[config.mk]
export PLATFORM = sky130hd
export DESIGN_NAME = wav_header_parser_top
export DESIGN_NICKNAME = d
export VERILOG_FILES = /design/src/design/wavhp_pkg.sv /design/src/design/wavhp_parser.sv /design/src/design/wavhp_out_buf.sv /design/src/design/wav_header_parser_top.sv
export SDC_FILE = /design/constraint.sdc
export NUM_CORES = 1
export LEC_CHECK = 0
export BUFFER_PORTS_ARGS = -buffer_cell sky130_fd_sc_hd__buf_4
export CAP_MARGIN = 20
export CORE_ASPECT_RATIO = 0.75
export CORE_MARGIN = 2
export CORE_UTILIZATION = 59
export CTS_CLUSTER_SIZE = 10
export DETAILED_ROUTE_END_ITERATION = 7
export PLACE_DENSITY = 0.77
export REMOVE_ABC_BUFFERS = 1
export SLEW_MARGIN = 20
export SYNTH_ARGS = -nofsm -noshare
export SYNTH_HDL_FRONTEND = slang
export SYNTH_HIERARCHICAL = 1
export SYNTH_SLANG_ARGS = --single-unit
[constraint.sdc]
create_clock -name clk -period 11.5 [get_ports clk]
set_input_delay 1.15 -clock clk [delete_from_list [all_inputs] [get_ports clk]]
set_output_delay 1.15 -clock clk [all_outputs]
set_load 0.005 [all_outputs]
[src/design/wavhp_pkg.sv]
// shared types and constants of the wave header parser
`timescale 1ns / 1ps
`default_nettype none

package wavhp_pkg;

  localparam logic [31:0] TAG_RIFF = 32'h52494646;
  localparam logic [31:0] TAG_WAVE = 32'h57415645;
  localparam logic [31:0] TAG_FMT  = 32'h666D7420;
  localparam logic [31:0] TAG_DATA = 32'h64617461;

  localparam int unsigned MIN_FILE    = 44;
  localparam int unsigned FMT_MIN     = 16;
  localparam int unsigned FIRST_CHUNK = 12;
  localparam int unsigned RIFF_END    = 3;
  localparam int unsigned WAVE_END    = 11;

  // byte offsets inside a fmt body where a field completes
  localparam int unsigned FMT_OFF_CODE_LO = 0;
  localparam int unsigned FMT_OFF_CODE_HI = 1;
  localparam int unsigned FMT_OFF_CH_END  = 3;
  localparam int unsigned FMT_OFF_RATE_END = 7;
  localparam int unsigned FMT_OFF_BITS_END = 15;
  localparam logic [15:0] FMT_CODE_PCM = 16'd1;
  localparam logic [15:0] BITS_16      = 16'd16;

  // header end position is next_header_at + 7, kept in 34 bits
  localparam int unsigned HDR_W = 34;
  localparam logic [HDR_W-1:0] HDR_END_RST = HDR_W'(FIRST_CHUNK + 7);
  localparam logic [HDR_W-1:0] NEXT_CLAMP  = 34'h1_FFFF_FFFF;
  localparam logic [HDR_W-1:0] HDR_TAIL    = 34'd7;

  localparam int unsigned OUT_W = 168;

  typedef enum logic [2:0] {
    ST_OK       = 3'd0,
    ST_SHORT    = 3'd1,
    ST_NOT_RIFF = 3'd2,
    ST_NOT_WAVE = 3'd3,
    ST_NOT_PCM  = 3'd4,
    ST_NO_DATA  = 3'd5,
    ST_ZERO_CH  = 3'd6,
    ST_BAD_BITS = 3'd7
  } status_t;

  typedef enum logic [1:0] {
    KIND_OTHER = 2'd0,
    KIND_FMT   = 2'd1,
    KIND_DATA  = 2'd2
  } kind_t;

  typedef struct packed {
    logic        header_ok;
    status_t     status;
    logic [15:0] channel_count;
    logic [31:0] rate_hz;
    logic [15:0] sample_bits;
    logic [31:0] pcm_offset;
    logic [31:0] pcm_bytes;
    logic [30:0] sample_total;
  } result_t;

endpackage

`default_nettype wire

[src/design/wavhp_parser.sv]
// chunk walker and field latches, one file byte per request
`timescale 1ns / 1ps
`default_nettype none

module wavhp_parser #(
  parameter int unsigned POSITION_BITS = 32
) (
  input  wire logic                clk,
  input  wire logic                rst_n,
  input  wire logic                acc,
  input  wire logic [7:0]          file_byte,
  input  wire logic                end_of_file,
  output wavhp_pkg::result_t       res
);

  localparam int unsigned PB = POSITION_BITS;
  localparam int unsigned HW = wavhp_pkg::HDR_W;

  logic [PB-1:0]        pos_r, pos_nxt;
  logic [31:0]          tag_r, tag_nxt;
  logic [HW-1:0]        hdr_end_r, hdr_end_nxt;
  logic [63:0]          hcol_r, hcol_nxt;
  wavhp_pkg::kind_t     kind_r, kind_nxt;
  logic [PB-1:0]        body_at_r, body_at_nxt;
  logic [15:0]          fmt_ch_r, fmt_ch_nxt;
  logic [31:0]          fmt_rate_r, fmt_rate_nxt;
  logic [15:0]          fmt_bits_r, fmt_bits_nxt;
  logic [7:0]           code_lo_r, code_lo_nxt;
  logic                 found_r, found_nxt;
  logic [31:0]          dstart_r, dstart_nxt;
  logic [31:0]          dlen_r, dlen_nxt;
  wavhp_pkg::status_t   err_r, err_nxt;

  always_comb begin
    logic [PB-1:0]   p;
    logic [PB-1:0]   off;
    logic [PB-1:0]   body;
    logic [31:0]     tag_new;
    logic [31:0]     size;
    logic [31:0]     id;
    logic [HW-1:0]   padded;
    logic [HW-1:0]   next;
    logic            stop;
    wavhp_pkg::status_t st;

    pos_nxt      = pos_r;
    tag_nxt      = tag_r;
    hdr_end_nxt  = hdr_end_r;
    hcol_nxt     = hcol_r;
    kind_nxt     = kind_r;
    body_at_nxt  = body_at_r;
    fmt_ch_nxt   = fmt_ch_r;
    fmt_rate_nxt = fmt_rate_r;
    fmt_bits_nxt = fmt_bits_r;
    code_lo_nxt  = code_lo_r;
    found_nxt    = found_r;
    dstart_nxt   = dstart_r;
    dlen_nxt     = dlen_r;
    err_nxt      = err_r;

    p       = pos_r;
    off     = pos_r - body_at_r;
    body    = pos_r + PB'(1);
    tag_new = {tag_r[23:0], file_byte};
    size    = {file_byte, hcol_r[7:0], hcol_r[15:8], hcol_r[23:16]};
    id      = hcol_r[55:24];
    padded  = (HW'(size) + HW'(1)) & ~HW'(1);
    next    = HW'(body) + padded;
    stop    = 1'b0;

    // a saturated position count parses nothing more
    if (pos_r != '1) begin
      pos_nxt  = body;
      hcol_nxt = {hcol_r[55:0], file_byte};
      if (p < PB'(wavhp_pkg::FIRST_CHUNK)) begin
        tag_nxt = tag_new;
        if (p == PB'(wavhp_pkg::RIFF_END) && tag_new != wavhp_pkg::TAG_RIFF) begin
          err_nxt = wavhp_pkg::ST_NOT_RIFF;
        end
        if (p == PB'(wavhp_pkg::WAVE_END) && tag_new != wavhp_pkg::TAG_WAVE &&
            err_r == wavhp_pkg::ST_OK) begin
          err_nxt = wavhp_pkg::ST_NOT_WAVE;
        end
      end else if (err_r == wavhp_pkg::ST_OK) begin
        if (kind_r == wavhp_pkg::KIND_FMT && p >= body_at_r &&
            off < PB'(wavhp_pkg::FMT_MIN)) begin
          if (off == PB'(wavhp_pkg::FMT_OFF_CODE_LO)) begin
            code_lo_nxt = file_byte;
          end else if (off == PB'(wavhp_pkg::FMT_OFF_CODE_HI)) begin
            if ({file_byte, code_lo_r} != wavhp_pkg::FMT_CODE_PCM) begin
              err_nxt = wavhp_pkg::ST_NOT_PCM;
              stop    = 1'b1;
            end
          end else if (off == PB'(wavhp_pkg::FMT_OFF_CH_END)) begin
            fmt_ch_nxt = {file_byte, hcol_r[7:0]};
          end else if (off == PB'(wavhp_pkg::FMT_OFF_RATE_END)) begin
            fmt_rate_nxt = size;
          end else if (off == PB'(wavhp_pkg::FMT_OFF_BITS_END)) begin
            fmt_bits_nxt = {file_byte, hcol_r[7:0]};
          end
        end
        // last byte of a chunk header
        if (!stop && HW'(p) == hdr_end_r) begin
          body_at_nxt = body;
          kind_nxt    = wavhp_pkg::KIND_OTHER;
          if (id == wavhp_pkg::TAG_FMT && size >= 32'(wavhp_pkg::FMT_MIN)) begin
            kind_nxt = wavhp_pkg::KIND_FMT;
          end else if (id == wavhp_pkg::TAG_DATA) begin
            kind_nxt   = wavhp_pkg::KIND_DATA;
            found_nxt  = 1'b1;
            dstart_nxt = 32'(body);
            dlen_nxt   = size;
          end
          if (next > wavhp_pkg::NEXT_CLAMP) begin
            hdr_end_nxt = wavhp_pkg::NEXT_CLAMP + wavhp_pkg::HDR_TAIL;
          end else begin
            hdr_end_nxt = next + wavhp_pkg::HDR_TAIL;
          end
        end
      end
    end

    if (pos_nxt < PB'(wavhp_pkg::MIN_FILE)) begin
      st = wavhp_pkg::ST_SHORT;
    end else if (err_nxt != wavhp_pkg::ST_OK) begin
      st = err_nxt;
    end else if (!found_nxt) begin
      st = wavhp_pkg::ST_NO_DATA;
    end else if (fmt_ch_nxt == 16'd0) begin
      st = wavhp_pkg::ST_ZERO_CH;
    end else if (fmt_bits_nxt != wavhp_pkg::BITS_16) begin
      st = wavhp_pkg::ST_BAD_BITS;
    end else begin
      st = wavhp_pkg::ST_OK;
    end

    res.header_ok     = (st == wavhp_pkg::ST_OK);
    res.status        = st;
    res.channel_count = fmt_ch_nxt;
    res.rate_hz       = fmt_rate_nxt;
    res.sample_bits   = fmt_bits_nxt;
    res.pcm_offset    = dstart_nxt;
    res.pcm_bytes     = dlen_nxt;
    res.sample_total  = dlen_nxt[31:1];
  end

  // the final byte of a file returns everything to the reset state
  always_ff @(posedge clk) begin
    if (!rst_n || (acc && end_of_file)) begin
      pos_r      <= '0;
      tag_r      <= '0;
      hdr_end_r  <= wavhp_pkg::HDR_END_RST;
      hcol_r     <= '0;
      kind_r     <= wavhp_pkg::KIND_OTHER;
      body_at_r  <= '0;
      fmt_ch_r   <= '0;
      fmt_rate_r <= '0;
      fmt_bits_r <= '0;
      code_lo_r  <= '0;
      found_r    <= 1'b0;
      dstart_r   <= '0;
      dlen_r     <= '0;
      err_r      <= wavhp_pkg::ST_OK;
    end else if (acc) begin
      pos_r      <= pos_nxt;
      tag_r      <= tag_nxt;
      hdr_end_r  <= hdr_end_nxt;
      hcol_r     <= hcol_nxt;
      kind_r     <= kind_nxt;
      body_at_r  <= body_at_nxt;
      fmt_ch_r   <= fmt_ch_nxt;
      fmt_rate_r <= fmt_rate_nxt;
      fmt_bits_r <= fmt_bits_nxt;
      code_lo_r  <= code_lo_nxt;
      found_r    <= found_nxt;
      dstart_r   <= dstart_nxt;
      dlen_r     <= dlen_nxt;
      err_r      <= err_nxt;
    end
  end

endmodule

`default_nettype wire

[src/design/wavhp_out_buf.sv]
// two-entry result register with skid slot
`timescale 1ns / 1ps
`default_nettype none

module wavhp_out_buf (
  input  wire logic               clk,
  input  wire logic               rst_n,
  input  wire logic               push,
  input  wavhp_pkg::result_t      res,
  output logic                    in_ready,
  output logic                    out_valid,
  input  wire logic               out_ready,
  output wavhp_pkg::result_t      out_res
);

  wavhp_pkg::result_t main_r, main_nxt;
  wavhp_pkg::result_t skid_r, skid_nxt;
  logic               main_v_r, main_v_nxt;
  logic               skid_v_r, skid_v_nxt;
  logic               pop;

  assign in_ready  = !skid_v_r;
  assign out_valid = main_v_r;
  assign out_res   = main_r;
  assign pop       = main_v_r && out_ready;

  always_comb begin
    main_nxt   = main_r;
    skid_nxt   = skid_r;
    main_v_nxt = main_v_r;
    skid_v_nxt = skid_v_r;
    if (skid_v_r) begin
      if (pop) begin
        main_nxt   = skid_r;
        skid_v_nxt = 1'b0;
      end
    end else if (push) begin
      if (!main_v_r || pop) begin
        main_nxt   = res;
        main_v_nxt = 1'b1;
      end else begin
        skid_nxt   = res;
        skid_v_nxt = 1'b1;
      end
    end else if (pop) begin
      main_v_nxt = 1'b0;
    end
  end

  always_ff @(posedge clk) begin
    if (!rst_n) begin
      main_v_r <= 1'b0;
      skid_v_r <= 1'b0;
    end else begin
      main_v_r <= main_v_nxt;
      skid_v_r <= skid_v_nxt;
    end
  end

  always_ff @(posedge clk) begin
    main_r <= main_nxt;
    skid_r <= skid_nxt;
  end

endmodule

`default_nettype wire

[src/design/wav_header_parser_top.sv]
// wave header parser: byte stream in, one header summary out per file
//
// in channel: one file byte per request, in_tlast on the final byte of a file.
// out channel: one summary per file, issued for the request that carries
// in_tlast; bytes without in_tlast produce nothing on the output.
// throughput is one byte per clock while in_tready is high: every byte is
// compared and latched by the parser in the cycle it is taken, the only wide
// path being the 34-bit add and compare that locates the next chunk header.
// the summary is registered in the result buffer and shown on out_tvalid.
// the parser restarts from its reset state right after the final byte, so the
// next file may follow in the next cycle.
// when the receiver stalls, a second summary is held in a skid slot; in_tready
// drops only while both result slots are occupied.
// reset (rst_n low, synchronous) clears the parser state and empties the
// result slots.
// byte positions saturate at 2**POSITION_BITS - 1; later bytes are not parsed.
`timescale 1ns / 1ps
`default_nettype none

module wav_header_parser_top #(
  parameter int unsigned POSITION_BITS = 32
) (
  input  wire logic        clk,
  input  wire logic        rst_n,
  input  wire logic        in_tvalid,
  output logic             in_tready,
  input  wire logic [7:0]  in_tdata,   // file_byte[7:0]
  input  wire logic        in_tlast,   // end_of_file
  output logic             out_tvalid,
  input  wire logic        out_tready,
  // header_ok[0], status[3:1], channel_count[19:4], rate_hz[51:20],
  // sample_bits[67:52], pcm_offset[99:68], pcm_bytes[131:100],
  // sample_total[162:132], zero pad[167:163]
  output logic [wavhp_pkg::OUT_W-1:0] out_tdata
);

  logic               acc;
  wavhp_pkg::result_t parse_res;
  wavhp_pkg::result_t out_res;

  assign acc = in_tvalid && in_tready;

  wavhp_parser #(
    .POSITION_BITS(POSITION_BITS)
  ) u_parser (
    .clk        (clk),
    .rst_n      (rst_n),
    .acc        (acc),
    .file_byte  (in_tdata),
    .end_of_file(in_tlast),
    .res        (parse_res)
  );

  wavhp_out_buf u_out_buf (
    .clk      (clk),
    .rst_n    (rst_n),
    .push     (acc && in_tlast),
    .res      (parse_res),
    .in_ready (in_tready),
    .out_valid(out_tvalid),
    .out_ready(out_tready),
    .out_res  (out_res)
  );

  assign out_tdata = {5'd0,
                      out_res.sample_total,
                      out_res.pcm_bytes,
                      out_res.pcm_offset,
                      out_res.sample_bits,
                      out_res.rate_hz,
                      out_res.channel_count,
                      out_res.status,
                      out_res.header_ok};

`ifndef ASSERT_OFF
  // input only blocks when a summary is already waiting
  a_stall_has_result: assert property (@(posedge clk) disable iff (!rst_n)
    !in_tready |-> out_tvalid)
    else $error("input stalled with no pending result");

  // a final byte always leaves a result pending on the output in the next cycle
  a_eof_gives_result: assert property (@(posedge clk) disable iff (!rst_n)
    (in_tvalid && in_tready && in_tlast) |=> out_tvalid)
    else $error("final byte produced no result");

  // ok flag agrees with status
  a_ok_matches_status: assert property (@(posedge clk) disable iff (!rst_n)
    out_tvalid |-> (out_tdata[0] == (out_tdata[3:1] == wavhp_pkg::ST_OK)))
    else $error("header_ok disagrees with status");

  // sample count is half the byte count
  a_sample_total: assert property (@(posedge clk) disable iff (!rst_n)
    out_tvalid |-> (out_tdata[162:132] == out_tdata[131:101]))
    else $error("sample_total mismatch");
`endif

endmodule

`default_nettype wire
Yosys cells after proc, flatten, opt, wreduce, memory -nomap -nowiden
Index checks and enable logic that the tools add are counted.
- flip-flop bits (word level): 648
- input bits: 13
- output and inout bits: 170
- logic and storage cells: 172
- add/sub/neg operators: 5
- $lt $le $gt $ge: 6
- eq/ne operators: 17
- muxes and demuxes: 78
- bitwise logic cells: 3
- reductions and logical operators: 31
- operator list (kind ; number):
    $mux W32 ; 21
    $mux W163 ; 4
    $mux W16 ; 16
    $eq A32 B2 Y1 const B ; 2
    $eq A32 B31 Y1 const B ; 2
    $eq A32 B4 Y1 const B ; 2
    $ne A32 B31 Y1 const B ; 2
    $mux W3 ; 14
    $add A32 B34 Y34 ; 1
    $add A34 B3 Y34 const B ; 1
    $eq A32 B34 Y1 ; 1
    $gt A34 B33 Y1 const B ; 1
    $mux W34 ; 1
    $add A32 B1 Y33 const B ; 1
    $add A32 B1 Y32 const B ; 1
    $eq A32 B1 Y1 const B ; 1
    $eq A32 B3 Y1 const B ; 1
    $ge A32 B32 Y1 ; 1
    $ge A32 B5 Y1 const B ; 1
    $logic_not A32 Y1 ; 1
    $lt A32 B4 Y1 const B ; 1
    $lt A32 B5 Y1 const B ; 1
    $lt A32 B6 Y1 const B ; 1
    $ne A32 B32 Y1 const B ; 1
    other kinds (19) ; 61

Logic depth before layout (Yosys ltp)
- depth after elaboration: 21
- gate-level depth with buffers: 23
- mapped depth without buffers: 20

By module
The synthesis kept the hierarchy.
- modules (own cells, without submodules) (module ; times used ; cells an instance ; area each (um2) ; seq. area each (um2)):
    wavhp_parser ; 1 ; 2638 ; 20179.4 ; 6406.1
    wavhp_out_buf ; 1 ; 522 ; 12306.8 ; 9829.4
    wav_header_parser_top ; 1 ; 8 ; 53.8 ; 0.0

Worst setup path before layout
Ideal clock, no wire load.
- path type: input to register
- start: in in_tlast
- end: reg u_out_buf.main_r, in the netlist u_out_buf/out_res[0], enable pin
- library setup time: 0.741 ns
- arrival: 9.287 ns
- required time: 10.759 ns
- setup slack: 1.472 ns
- stages: 3
- path buffers: 0
- cell sequence: and3_1 mux2i_1 a21oi_1
- word-level cells in the longest chain between the ends: 3
- RTL lines (element ; line ; source):
    from (decl) ; wav_header_parser_top.sv:28 ; input wire logic in_tlast,
    $logic_and A1 B1 Y1 ; wav_header_parser_top.sv:57 ; .push (acc && in_tlast),
    $reduce_bool A2 Y1 (no line) ; -- ;
    $reduce_and A3 Y1 (no line) ; -- ;
    to (signal assigned) ; wavhp_out_buf.sv:61 ; main_r <= main_nxt;
    to (decl) ; wavhp_out_buf.sv:16 ; wavhp_pkg::result_t main_r, main_nxt;
Every way passes these cells.
A chain may end at the register's enable or synchronous reset.

Final worst setup path
- start: reg u_parser.pos_r[0]
- end: reg u_parser.dlen_r[12]
- word-level cells in the longest chain between the ends: 14
- elaborated cells on any way between the ends: 22
- those cells by class: 1 x add/sub; 3 x order compare; 3 x eq/ne; 10 x mux; 5 x reduce/logical
- RTL lines (element ; line ; source):
    from (decl) ; wavhp_parser.sv:19 ; logic [PB-1:0] pos_r, pos_nxt;
    from (signal assigned) ; wavhp_parser.sv:165 ; pos_r <= pos_nxt;
    branches (longest 13 deep; another with $sub A32 B32 Y32) ; -- ;
    $mux W32 (*) ; wavhp_parser.sv:72 ; if (pos_r != '1) begin
    to (signal assigned) ; wavhp_parser.sv:177 ; dlen_r <= dlen_nxt;
    to (decl) ; wavhp_parser.sv:31 ; logic [31:0] dlen_r, dlen_nxt;
Every way passes the cells marked *. The select of a mux whose other input is x is not followed.

==> metrics <==
run status=complete, no violations; source-to-sink clock delay at the later pin of the worst-skew pair=0.62 ns; Core Box Area=around 0.054 mm²; WHS Path Cells=2; Power Dens Cells=~140 mW/mm²; async set or reset register ratio after synthesis=0%; largest family of logic cells by synthesized area=simple AND/OR/NAND/NOR gates; ratio of cells with drive above 1 in the final layout=19.4%; cell area after technology mapping=0.0325 mm²; number of vias per cell=6.09; Leakage Power=0.0138 µW; final weighted congestion of routability-driven global placement=between 0.9 and 1; maximum clock path buffer count=3; number of filler instances in the final layout=4199; proportion of synthesized area in mux cells=12.0%; starting DRC count in detailed routing=2600; final number of max-transition violations=0; number of hold buffers added after cts=0; number of flops mapped to enable cells by yosys=326; layout overhead on the synthesized area=10.7%; final hold vios=0; cells traversed along the worst timing path=inv_1 -> ha_1 -> fa_1 -> nand2b_1 -> a21oi_1 -> o21ai_1 -> a31oi_1 -> a31oi_1 -> o31ai_1 -> xor2_1 -> nor4_4 -> a41o_2 -> buf_4 -> or2_4 -> buf_4 -> nand2_1 -> a21oi_1; layout net count=3283; worst slew margin relative to its limit=21.6%; class of the tightest hold or removal check=reg -> reg; total clock sinks=648; flip-flop cell with the highest count after synthesis=edfxtp_1; Crit-path slowest cell=a41o_2; number of buffers and inverters on the critical path=3; adder and majority gate portion of the synthesized area=2.78%; average wire per standard cell=20.9 µm; Antenna Violating Nets Remaining=0; width of the die=about 280 µm; Register-to-Register Path Depth=17; synthesized-area fraction occupied by ao, oa, aoi and oai cells=10.3%; clock-pin slew reported for the worst setup and hold paths after clock tree synthesis=0.06 ns; initial core utilization=between 50% and 60%; delay contributed by the slowest stage of the critical path=0.75 ns; kind of end point of the critical path=register; Detailed Routing Iterations Pass 1=6; number of cells on the critical path=17; number of post-CTS setup repair buffers=0; Max Fanout on Critical Path=52; io pins=183; Die Outline Area=0.0571 mm²; total of warnings raised by yosys=6; highest achievable clock rate=around 150 MHz; sequential area share after synthesis=between 40% and 50%; skew final=0.0223 ns; number of buffer cells added on primary ports=177; GRT Total Usage=28.7%; Critical Path AT=7.14 ns; CTS tree=built; Mapped Cells=roughly 3.2k; required time reported for the critical path endpoint=about 12 ns; Worst VDD drop=approximately 0.00013 V; share of synthesized cell area in and, or, nand and nor gates=15.5%; Critical Path Start Type=register; post-route minimum period=6.62 ns; distinct cell type count after synthesis=95; Slew @ Worst Pin=approximately 1.2 ns; root buf cell=clkbuf_16; number of remaining DRC errors=0; final core utilization=66.2%; post-route total power=4900 µW; antenna diode count=0; FP Rows=74; number of global-route vias before repair=around 23k; Die H=207 µm; synthesis-stage register bit count=around 650; total of endpoints with negative setup slack in the final report=0; count of cells resized by post-cts repair=0; number of antenna violations at the first check in global routing=0; xor/xnor share of the synthesized area=4.87%; mean area per synthesized cell=10.3 µm²; kind of cell with the highest combined delay on the critical path=compound AO/OA/AOI/OAI gates; Overflow after GRT=0; vias after detailed routing=24.3k; Clock H-tree levels=3; Period Utilization, post-route=57.6%; wire length of the first global-routing pass=130000 µm; unrepaired setup endpoints after global routing=false; DP HPWL=56000 µm; maxcap violations=0; Num CTS Buffers=75; pin count of the biggest net entering global routing=144; routed wire length=83300 µm; classification of the worst setup path=reg -> reg
metrics by stage:
stage / instance area, µm² / hold WS [ns] / setup WS (ns) / TNS, ns / cells
after CTS: 36000 / 0.449 / 4.64 / 0 / 3981
after floorplan: 31300 / 0.426 / -2.83 / -461.42 / 2918
final: 36000 / 0.446 / 4.88 / 0 / 3981
after detailed placement: 33800 / 0.442 / 4.71 / 0 / 3844
after global placement: 33800 / 0.435 / 5.07 / 0 / 3844
after global routing: 36000 / 0.459 / 4.56 / 0 / 3981
worst paths after layout:
| kind | startpoint | endpoint | slack, ns |
|---|---|---|---|
| setup reg to reg | u_parser/pos_r[0] | u_parser/dlen_r[12] | 4.88 |
| setup / recovery | u_parser/pos_r[0] | u_parser/dlen_r[12] | 4.88 |
| hold / removal | u_parser/hdr_end_r[32] | u_parser/hdr_end_r[32] | 0.45 |
| hold reg to reg | u_parser/hdr_end_r[32] | u_parser/hdr_end_r[32] | 0.45 |
cells in the mapped netlist (all sizes together), types with 40 or more instances:
cell type | count | area share (%)
o21ai | 59 | 0.91
nand4 | 51 | 1.0
inv | 72 | 0.83
nor3 | 49 | 0.77
nor4 | 40 | 0.81
nand2 | 554 | 6.4
dfxtp | 322 | 20
nor2 | 149 | 1.8
edfxtp | 326 | 30
xor2 | 67 | 1.8
ha | 69 | 2.7
nand3 | 58 | 0.89
clkbuf | 149 | 1.7
buf | 105 | 2.2
xnor2 | 113 | 3.1
mux2 | 285 | 11
a21oi | 324 | 5.0
layout by cell type (no fill, tap or decap), types with 69 or more instances in the layout:
master       n
nand2_1    551
a21oi_1    322
xnor2_1    112
nor2_1     144
inv_1       72
dfxtp_1    321
mux2_2     184
clkbuf_16   79
mux2_4     101
buf_4      203
edfxtp_1   326
ha_1        69
power breakdown:
| group | switching (µW) | total, µW | internal, µW |
|---|---|---|---|
| clock | 912 | 2200 | 1290 |
| sequential | 29.0 | 2480 | 2450 |
| combinational | 134 | 217 | 82.4 |
| total | 1080 | 4900 | 3830 |
state kept, by name (all words and copies together), names as in the netlist, 8 cells and up:
signal,cells
u_out_buf/out_res,163
u_out_buf/skid_r,163
u_parser/body_at_r,32
u_parser/code_lo_r,8
u_parser/dlen_r,32
u_parser/dstart_r,32
u_parser/fmt_bits_r,16
u_parser/fmt_ch_r,16
u_parser/fmt_rate_r,32
u_parser/hcol_r,56
u_parser/hdr_end_r,34
u_parser/pos_r,32
u_parser/tag_r,24
layer usage:
metal	track usage (%)	vias up	wire, µm
met3	5.23	155	6980
met5	0	-	0
li1	-	11254	-
met1	42.5	11756	37300
met2	42.7	1091	37000
met4	8.44	0	2070
logic make-up (layout without fill, tap and decap cells):
| family | count (synthesis) | in the layout |
|---|---|---|
| simple gates | 1072 | 1072 |
| compound gates | 555 | 555 |
| other cells | 1 | 5 |
| buf+inv | 326 | 413 |
| xor+xnor | 180 | 180 |
| mux | 315 | 315 |
| flops | 648 | 648 |
| fa+ha+maj | 71 | 71 |
worst register-to-register path, stage by stage (launching register included):
cell and delay, ns:
dfxtp_1 0.49, inv_1 0.19, ha_1 0.25, fa_1 0.41, nand2b_1 0.18, a21oi_1 0.16
o21ai_1 0.16, a31oi_1 0.42, a31oi_1 0.30, o31ai_1 0.36, xor2_1 0.15, nor4_4 0.71
a41o_2 0.76, buf_4 0.71, or2_4 0.44, buf_4 0.52, nand2_1 0.17, a21oi_1 0.17
layout make-up:
class | count | area [µm²] | area share [%]
Sequential cell | 648 | 16200 | 45.1
Multi-Input combinational cell | 2198 | 14800 | 41.2
Clock buffer | 132 | 2190 | 6.07
Timing Repair Buffer | 204 | 1540 | 4.29
Tap cell | 722 | 903 | 2.51
Inverter | 72 | 270 | 0.750
Clock inverter | 5 | 58.8 | 0.163
(Power assumes the default switching activity.)
